`src/rtl/smwd_pkg.sv`:
```
package smwd_pkg;

  localparam int DEPTH      = 64;
  localparam int DATA_WIDTH = 32;
  localparam int IDX_W      = $clog2(DEPTH);
  localparam int CNT_W      = $clog2(DEPTH + 1);

  localparam logic [1:0] OP_PUSH    = 2'd0;
  localparam logic [1:0] OP_POP     = 2'd1;
  localparam logic [1:0] OP_DEL_MID = 2'd2;

  localparam logic [1:0] ST_DONE  = 2'd0;
  localparam logic [1:0] ST_EMPTY = 2'd1;
  localparam logic [1:0] ST_FULL  = 2'd2;

  typedef struct packed {
    logic [1:0]  op;
    logic [31:0] value;
  } in_item_t;

  typedef struct packed {
    logic [1:0]  status;
    logic [6:0]  count;
    logic [31:0] top_value;
    logic [31:0] middle_value;
    logic [31:0] removed_value;
  } out_item_t;

  // Broadcast from the control logic to every cell of the row.
  typedef struct packed {
    logic                  push_en;
    logic                  del_en;
    logic [CNT_W-1:0]      count;
    logic [IDX_W-1:0]      mid;
    logic [DATA_WIDTH-1:0] value;
  } cell_ctl_t;

endpackage

```
`src/rtl/smwd_cell.sv`:
```
module smwd_cell
  import smwd_pkg::*;
(
  input  logic                  clk,
  input  logic [IDX_W-1:0]      idx,
  input  cell_ctl_t             ctl,
  input  logic [DATA_WIDTH-1:0] upper_data,
  output logic [DATA_WIDTH-1:0] data,
  output logic [DATA_WIDTH-1:0] top_data,
  output logic [DATA_WIDTH-1:0] mid_data
);

  logic [DATA_WIDTH-1:0] data_r;
  logic [DATA_WIDTH-1:0] data_nxt;
  logic                  is_top;
  logic                  is_mid;
  logic                  occupied;

  assign occupied = (ctl.count != '0);
  assign is_top   = occupied && ((CNT_W'(idx) + 1'b1) == ctl.count);
  assign is_mid   = occupied && (idx == ctl.mid);

  // A push writes the cell just above the current top; a middle delete pulls
  // the neighbor's word into every cell from the middle upward.
  always_comb begin
    data_nxt = data_r;
    if (ctl.push_en && (CNT_W'(idx) == ctl.count)) begin
      data_nxt = ctl.value;
    end else if (ctl.del_en && (idx >= ctl.mid)) begin
      data_nxt = upper_data;
    end
  end

  always_ff @(posedge clk) begin
    data_r <= data_nxt;
  end

  assign data     = data_r;
  assign top_data = is_top ? data_r : '0;
  assign mid_data = is_mid ? data_r : '0;

endmodule

```
`config.mk`:
```
export PLATFORM = sky130hd
export DESIGN_NAME = smwd_cell
export DESIGN_NICKNAME = d
export VERILOG_FILES = /design/src/rtl/smwd_pkg.sv /design/src/rtl/smwd_cell.sv
export SDC_FILE = /design/constraint.sdc
export NUM_CORES = 1
export LEC_CHECK = 0
export BUFFER_PORTS_ARGS = -buffer_cell sky130_fd_sc_hd__buf_2
export CAP_MARGIN = 20
export CORE_MARGIN = 1
export CORE_UTILIZATION = 40
export DETAILED_ROUTE_END_ITERATION = 8
export PLACE_DENSITY = 0.81
export RECOVER_POWER = 100
export SLEW_MARGIN = 20
export SYNTH_ARGS = -nofsm -noshare
export SYNTH_HDL_FRONTEND = slang
export SYNTH_SLANG_ARGS = --single-unit
```
`constraint.sdc`:
```
create_clock -name clk -period 3.1 [get_ports clk]
set_clock_uncertainty 0.2 [all_clocks]
set_input_delay 0.31 -clock clk [delete_from_list [all_inputs] [get_ports clk]]
set_output_delay 0.31 -clock clk [all_outputs]
set_load 0.005 [all_outputs]
```
==> results.json, run 1 <==
{
  "cts_max_level": 2,
  "ys.warnings.count": 0,
  "p_seq_frac": 0.488,
  "dp.cells": 439,
  "switching_share": 0.238,
  "hpwl_um": 4860,
  "fmax_mhz": 351,
  "initial_core_util": 0.417,
  "layout.cells.non_filler": 447,
  "p_leak_nw": 1.61,
  "crit_path_cell_trace": "clkbuf_1 -> xnor2_1 -> nand3b_1 -> or4_2 -> a21bo_1 -> clkbuf_2",
  "largest_reg_flops": 32,
  "worst_pin_slew_ns": 0.852,
  "grt_pass1_vias": 2042,
  "place.gp.congestion": 0.845,
  "synth_top_family_by_area": "simple AND/OR/NAND/NOR gates",
  "nNetsFinal": 467,
  "syn_inst": 192,
  "post-route-drc-count": 0,
  "combinationalPowerShare": 0.173,
  "core_um2": 5540,
  "syn-num-nets": 285,
  "drv_cap": 0,
  "synth-adder-area-share": 0.0379,
  "synth_simple_gate_area_frac": 0.218,
  "cts_tree": "built",
  "dr.pass1.iters": 4,
  "drtIter0Drc": 37,
  "cp-start-kind": "input port",
  "synthToLayoutAreaGrowth_pct": 39.2,
  "cpPeakStageDelay_ns": 0.70,
  "ys_seq_elements": 32,
  "groute.usage.overall": 0.198,
  "yosysSeqAreaShare": 0.416,
  "p_sw_uw": 273,
  "worstSetupPathType": "input port to flop",
  "cts_buffers": 5,
  "grt_pass1_wl_um": 9380,
  "internal-power_uw": 875,
  "grt_start_max_net_pins": 33,
  "synth.area.mux_share": 0.203,
  "io_pins": 182,
  "endpoint_kind": "flop",
  "clk_pin_slew_ns": 0.07,
  "yosys.cell_types.count": 30,
  "hold_class": "input port to flop",
  "arrival_ns": 2.56,
  "synth-compound-area-share": 0.0385,
  "crit_path_top_delay_cell": "or4_2",
  "synth_edf_count": 32,
  "slew_headroom": 0.432,
  "routed-via-count": 2099,
  "clockPowerShare": 0.338,
  "fp.dieW_um": 78.0,
  "finalCritPeriodShare": 0.920,
  "rsz0062_at_grt": "false",
  "num_antenna_cells": 0,
  "outcome": "completed",
  "wl_um": 6070,
  "ys_async_sr_fraction": 0,
  "yosys.area_share.xor_xnor": 0.0341,
  "maxSlewViolCount": 0,
  "mappedNetlistArea_um2": 2310,
  "clockBufferDepth": 2,
  "ir_worst_vdd_uv": 411,
  "cts_setup_buffers": 0,
  "required_ns": 2.81,
  "io_buffer_count": 181,
  "min_period_ns": 2.85,
  "finalHoldViolations": 0,
  "gr-total-overflow": 0,
  "routedWlPerCell_um": 13.6,
  "row_count": 27,
  "vias_per_cell": 4.70,
  "antenna_left": 0,
  "die-area_um2": 6080,
  "setup_tns_ns": 0,
  "antenna_found_initial": 0,
  "powerDensity_nw_per_um2": 357,
  "cts.sinks": 32,
  "drive_gt1_frac": 0.464,
  "cts-root-buf": "clkbuf_8",
  "crit_path_max_fanout": 20,
  "synth_flop_cell": "edfxtp_1",
  "synth_area_per_cell_um2": 12.0,
  "die-height_um": 78.0,
  "setup_viol": 0
}
==> area by class of cell <==
type                    instances  area, um2
clock buffers                   6       72.6
clock inverters                 2       35.0
fillers                       542       2320
inverters                       7       26.3
multi-input cells             143       1130
flip-flops and latches         32        961
well taps                      72       90.1
repair buffers                185        898
==> synthesized netlist by cell type, types with 2 or more instances <==
cell | count | area share
mux2_2 | 3 | 0.015
nand2_1 | 2 | 0.0033
a21o_1 | 2 | 0.0065
a211oi_1 | 2 | 0.0065
a31oi_1 | 2 | 0.0054
clkbuf_1 | 6 | 0.0098
nor3_1 | 2 | 0.0043
o21ai_0 | 2 | 0.0043
nand3_1 | 4 | 0.0087
buf_12 | 3 | 0.026
inv_1 | 7 | 0.011
a21oi_1 | 2 | 0.0043
mux2_4 | 29 | 0.19
and2_1 | 65 | 0.18
xor2_1 | 2 | 0.0076
ha_1 | 7 | 0.038
edfxtp_1 | 32 | 0.42
nor2_1 | 2 | 0.0033
xnor2_1 | 7 | 0.027
==> critical path: cells and delay by family <==
kind                   cells  cell delay (ns)
AND/OR/NAND/NOR            2             0.80
buffers and inverters      2             0.72
AO/OA/AOI/OAI              1             0.55
XOR/XNOR                   1             0.18
==> final timing paths <==
path                start  endpoint  slack (ns)  cells past startpoint
setup / recovery   idx[0]  data[15]        0.25                      6
hold / removal    ctl[25]  data[25]        0.12                      2
==> logic make-up after synthesis <==
kind of cell    count (synthesis)
simple gates                   82
mux                            32
flops                          32
buf+inv                        17
compound gates                 13
xor+xnor                        9
fa+ha+maj                       7
==> repair_timing <==
item                                    CTS  global route
gates resized for setup                   0             1
endpoints found under the setup margin    0            18
hold buffers                              0             0
==> routing by layer <==
layer  vias to the layer above  part of all wire  track usage
met5                         -                 0            0
met4                         0             0.020       0.0907
met3                        12             0.057       0.0271
met2                        98              0.53        0.392
met1                       961              0.39        0.204
li1                       1028                 -            -
==> cell usage in the layout (no fill, tap or decap), types with 2 or more instances in the layout <==
cell type and n:
clkbuf_1 24, ha_1 7, xor2_1 2, o21ai_0 2
clkbuf_8 5, buf_2 157, xnor2_1 7, a21oi_1 2
and2_1 54, nand3_1 4, nand2_1 2, mux2_1 29
and2_0 11, a211oi_1 2, a31oi_1 2, edfxtp_1 32
inv_1 7, mux2_2 3, clkbuf_2 3, a21o_1 2
nor2_1 2
==> per-stage QoR <==
step | hold WS (ns) | area [um2] | power [mW] | worst slack, ns | util
floorplan | 0.327 | 2310 | 0.658 | 0.579 | -
global placement | 0.411 | 3270 | 0.788 | 0.215 | 0.591
detailed placement | 0.413 | 3270 | 0.797 | 0.110 | 0.591
CTS | 0.121 | 3380 | 1.18 | 0.109 | 0.610
global route | 0.107 | 3220 | 1.21 | 0.0778 | 0.580
finish | 0.116 | 3220 | 1.15 | 0.247 | 0.580
==> power by group through the flow <==
stage	Clock [mW]	Combinational, mW	Sequential (mW)
2_1_floorplan	0	0.0919	0.566
3_3_place_gp	0	0.221	0.566
3_5_place_dp	0	0.228	0.569
4_1_cts	0.395	0.229	0.560
5_1_grt	0.416	0.223	0.567
6_report	0.388	0.199	0.561
Power figures use the tool's default switching activity.
==> run 2: changes to the inputs <==
--- a/config.mk
+++ b/config.mk
@@ -9,6 +9,7 @@
 export CAP_MARGIN = 20
 export CORE_MARGIN = 1
 export CORE_UTILIZATION = 40
+export CTS_CLUSTER_DIAMETER = 150
 export DETAILED_ROUTE_END_ITERATION = 8
 export PLACE_DENSITY = 0.81
 export RECOVER_POWER = 100
==> constraint.sdc (replaced) <==
create_clock -name clk -period 3.05 [get_ports clk]
set_clock_uncertainty 0.2 [all_clocks]
set_input_delay 0.305 -clock clk [delete_from_list [all_inputs] [get_ports clk]]
set_output_delay 0.305 -clock clk [all_outputs]
set_load 0.005 [all_outputs]
==> results.json, run 2 (synthesis results as in run 1) <==
{
  "outcome": "completed",
  "wl_um": 5990,
  "setup_tns_ns": 0,
  "clk_pin_slew_ns": 0.06,
  "post-route-drc-count": 0,
  "core_um2": 5540,
  "maxSlewViolCount": 0,
  "endpoint_kind": "output pin",
  "cp-start-kind": "input port",
  "gr-total-overflow": 0,
  "min_period_ns": 2.83,
  "routedWlPerCell_um": 13.4,
  "hpwl_um": 4790,
  "cts_buffers": 5,
  "post-place-ws_ns": 0.0917,
  "final_common_cell": "buf_2",
  "cts_tree": "built",
  "grt_pass1_wl_um": 9110,
  "crit_path_max_fanout": 18,
  "largest_reg_flops": 32,
  "place.gp.congestion": 0.845,
  "rsz0062_at_grt": "false",
  "grt_start_max_net_pins": 33,
  "worst_pin_slew_ns": 0.853,
  "powerDensity_nw_per_um2": 361,
  "drv_cap": 0,
  "vias_per_cell": 4.68,
  "worstSetupPathType": "input port to output pin",
  "num_antenna_cells": 0,
  "fp.dieW_um": 78.0,
  "arrival_ns": 2.32,
  "clockBufferDepth": 2,
  "grt_pass1_vias": 1951,
  "groute.usage.overall": 0.194,
  "p_leak_nw": 1.60,
  "die-height_um": 78.0,
  "whs_endpoint": "data[5]",
  "fill_cells": 553,
  "min-delay-start": "ctl[5]",
  "die-area_um2": 6080,
  "cts_setup_buffers": 0,
  "ir_worst_vdd_uv": 292,
  "antenna_found_initial": 0,
  "cts-root-buf": "clkbuf_8",
  "drtIter0Drc": 41,
  "initial_core_util": 0.417,
  "row_count": 27,
  "hold_depth": 2,
  "io_pins": 182,
  "finalHoldViolations": 0,
  "synthToLayoutAreaGrowth_pct": 39.1,
  "hold_class": "input port to flop",
  "cts_max_level": 2,
  "required_ns": 2.54,
  "routed-via-count": 2090,
  "fmax_mhz": 354,
  "setup_slack_ns": 0.221,
  "cts.sinks": 32,
  "antenna_left": 0,
  "io_buffer_count": 181,
  "setup_viol": 0,
  "drive_gt1_frac": 0.459,
  "dr.pass1.iters": 4,
  "final_cell_mix": "buf_2 (155), and2_1 (53), edfxtp_1 (32), mux2_1 (29), clkbuf_1 (26)",
  "slew_headroom": 0.431,
  "finalCritPeriodShare": 0.927,
  "nNetsFinal": 467
}
## run 2: through the flow
stage               total power [mW]  area [um2]  cells  hold WS, ns   util
floorplan                      0.669        2310    192        0.322      -
detailed placement             0.811        3270    439        0.409  0.591
finish                          1.16        3210    447        0.112  0.580
CTS                             1.20        3380    447        0.112  0.610
global placement               0.801        3270    439        0.406  0.591
global route                    1.22        3210    447        0.101  0.580
## run 2: cell type report
cell class	count	area (um2)	area share
Clock buffer	6	72.6	0.0226
Clock inverter	2	35.0	0.0109
Inverter	7	26.3	0.00818
Multi-Input combinational cell	143	1130	0.352
Sequential cell	32	961	0.299
Tap cell	72	90.1	0.0280
Timing Repair Buffer	185	896	0.279
## run 2: per-layer routing
metal,up-vias,part of all wire,global-route usage
li1,1029,-,-
met1,938,0.38,0.203
met2,108,0.53,0.381
met3,15,0.059,0.0235
met4,0,0.025,0.0926
met5,-,0,0
## run 2: power by group
group	internal, mW	leakage, nW	switching [mW]	total (mW)
combinational	0.107	1.25	0.0963	0.204
clock	0.242	0.0552	0.147	0.389
sequential	0.540	0.298	0.0292	0.569
## run 2: what timing repair did
action / 4_1_cts / 5_1_grt
hold buffers: 0 / 0
endpoints found under the setup margin: 0 / 18
resized for setup: 0 / 1
## run 2: critical path: stages
cell and delay, ns:
buf_2 0.14, ha_1 0.31, xor2_1 0.15, a211oi_1 0.22
o211ai_1 0.17, nor3_4 0.48, buf_4 0.29, and2_1 0.14
clkbuf_1 0.12
## run 2: how the worst max path moves through the flow
stage | startpoint | to | slack [ns] | cells after the start
2_1_floorplan | idx[0] | data[0] | 0.53 | 6
3_5_place_dp | idx[0] | top_data[12] | 0.09 | 9
4_1_cts | idx[0] | top_data[12] | 0.08 | 9
5_1_grt | idx[0] | top_data[13] | 0.0003 | 9
6_report | idx[0] | top_data[22] | 0.22 | 9
3_3_place_gp | idx[0] | top_data[0] | 0.18 | 9
==> run 3: changes to the inputs <==
==> constraint.sdc (replaced) <==
create_clock -name clk -period 3.08 [get_ports clk]
set_clock_uncertainty 0.2 [all_clocks]
set_input_delay 0.308 -clock clk [delete_from_list [all_inputs] [get_ports clk]]
set_output_delay 0.308 -clock clk [all_outputs]
set_load 0.005 [all_outputs]
==> results.json, run 3 (synthesis results as in run 1) <==
{
  "clockBufferDepth": 2,
  "cts_tree": "built",
  "cts-root-buf": "clkbuf_8",
  "row_count": 27,
  "cp-start-kind": "input port",
  "synthToLayoutAreaGrowth_pct": 39.4,
  "die-area_um2": 6080,
  "layout.cells.non_filler": 447,
  "grt_pass1_vias": 2040,
  "fp.dieW_um": 78.0,
  "maxSlewViolCount": 0,
  "fill_cells": 540,
  "io_pins": 182,
  "hold_class": "input port to flop",
  "cts_setup_buffers": 0,
  "vias_per_cell": 4.70,
  "num_antenna_cells": 0,
  "crit_path_max_fanout": 18,
  "initial_core_util": 0.417,
  "endpoint_kind": "output pin",
  "antenna_found_initial": 0,
  "p_leak_nw": 1.61,
  "rsz0062_at_grt": "false",
  "final_cell_mix": "buf_2 (157), and2_1 (50), edfxtp_1 (32), mux2_1 (29), clkbuf_1 (23)",
  "slew_headroom": 0.435,
  "grt_start_max_net_pins": 33,
  "required_ns": 2.57,
  "arrival_ns": 2.31,
  "cts_max_level": 2,
  "clk_pin_slew_ns": 0.07,
  "ir_worst_vdd_uv": 311,
  "antenna_left": 0,
  "finalCritPeriodShare": 0.916,
  "outcome": "completed",
  "die-height_um": 78.0,
  "postCtsHoldBufs": 0,
  "routed-via-count": 2100,
  "drive_gt1_frac": 0.467,
  "dp.cells": 439,
  "largest_reg_flops": 32,
  "drv_cap": 0,
  "routedWlPerCell_um": 13.5,
  "place.gp.congestion": 0.845,
  "cts.sinks": 32,
  "io_buffer_count": 181,
  "wl_um": 6030,
  "hpwl_um": 4800,
  "min_period_ns": 2.82,
  "fmax_mhz": 355,
  "post-route-drc-count": 0,
  "setup_viol": 0,
  "grt_pass1_wl_um": 9140,
  "final_common_cell": "buf_2",
  "cts_buffers": 5,
  "setup_tns_ns": 0,
  "gr-total-overflow": 0,
  "worst_pin_slew_ns": 0.847,
  "groute.usage.overall": 0.193,
  "finalHoldViolations": 0,
  "dr.pass1.iters": 4,
  "drtIter0Drc": 49,
  "core_um2": 5540,
  "worstSetupPathType": "input port to output pin",
  "powerDensity_nw_per_um2": 359,
  "nNetsFinal": 467
}
run 3: path summary, 6_finish.rpt:
kind                  slack [ns]           to  depth (start not counted)  startpoint
worst max-delay path        0.26  top_data[0]                          9      idx[0]
worst min-delay path        0.11      data[5]                          2      ctl[5]
run 3: what timing repair did:
action                     CTS  global route
hold endpoints to repair     0             0
resized for setup            0             1
setup endpoints to repair    0            18
run 3: critical path: stages:
cell and delay (ns):
buf_2 0.14, ha_1 0.25, and2_1 0.19, o21ai_0 0.17
a31oi_1 0.17, nor3_4 0.52, buf_4 0.30, and2_0 0.15
buf_2 0.11
run 3: power by group:
part / internal, mW / switching (mW) / total (mW)
logic: 0.106 / 0.0955 / 0.202
registers: 0.534 / 0.0285 / 0.563
clock network: 0.239 / 0.153 / 0.392
total: 0.879 / 0.277 / 1.16
run 3: area by class of cell:
class                   instances  area, um2  area share
clock buffers                   5       68.8      0.0214
clock inverters                 3       42.5      0.0132
inverters                       7       26.3     0.00816
multi-input cells             143       1130       0.352
flip-flops and latches         32        961       0.298
well taps                      72       90.1      0.0280
repair buffers                185        898       0.279
run 3: through the flow:
stage	util	worst slack (ns)	total power [mW]	instance area, um2	hold WS, ns
after CTS	0.611	0.0810	1.20	3380	0.118
final	0.581	0.260	1.16	3220	0.113
after floorplan	-	0.561	0.662	2310	0.325
after global placement	0.591	0.200	0.793	3270	0.409
after detailed placement	0.591	0.0788	0.802	3270	0.412
after global routing	0.581	0.0507	1.22	3220	0.0975
run 3: routing by layer:
| metal | wire (um) | vias to the layer above | track usage |
|---|---|---|---|
| met5 | 0 | - | 0 |
| met4 | 90 | 0 | 0.0796 |
| met3 | 358 | 8 | 0.0306 |
| met2 | 3240 | 94 | 0.377 |
| met1 | 2340 | 964 | 0.201 |
| li1 | - | 1034 | - |
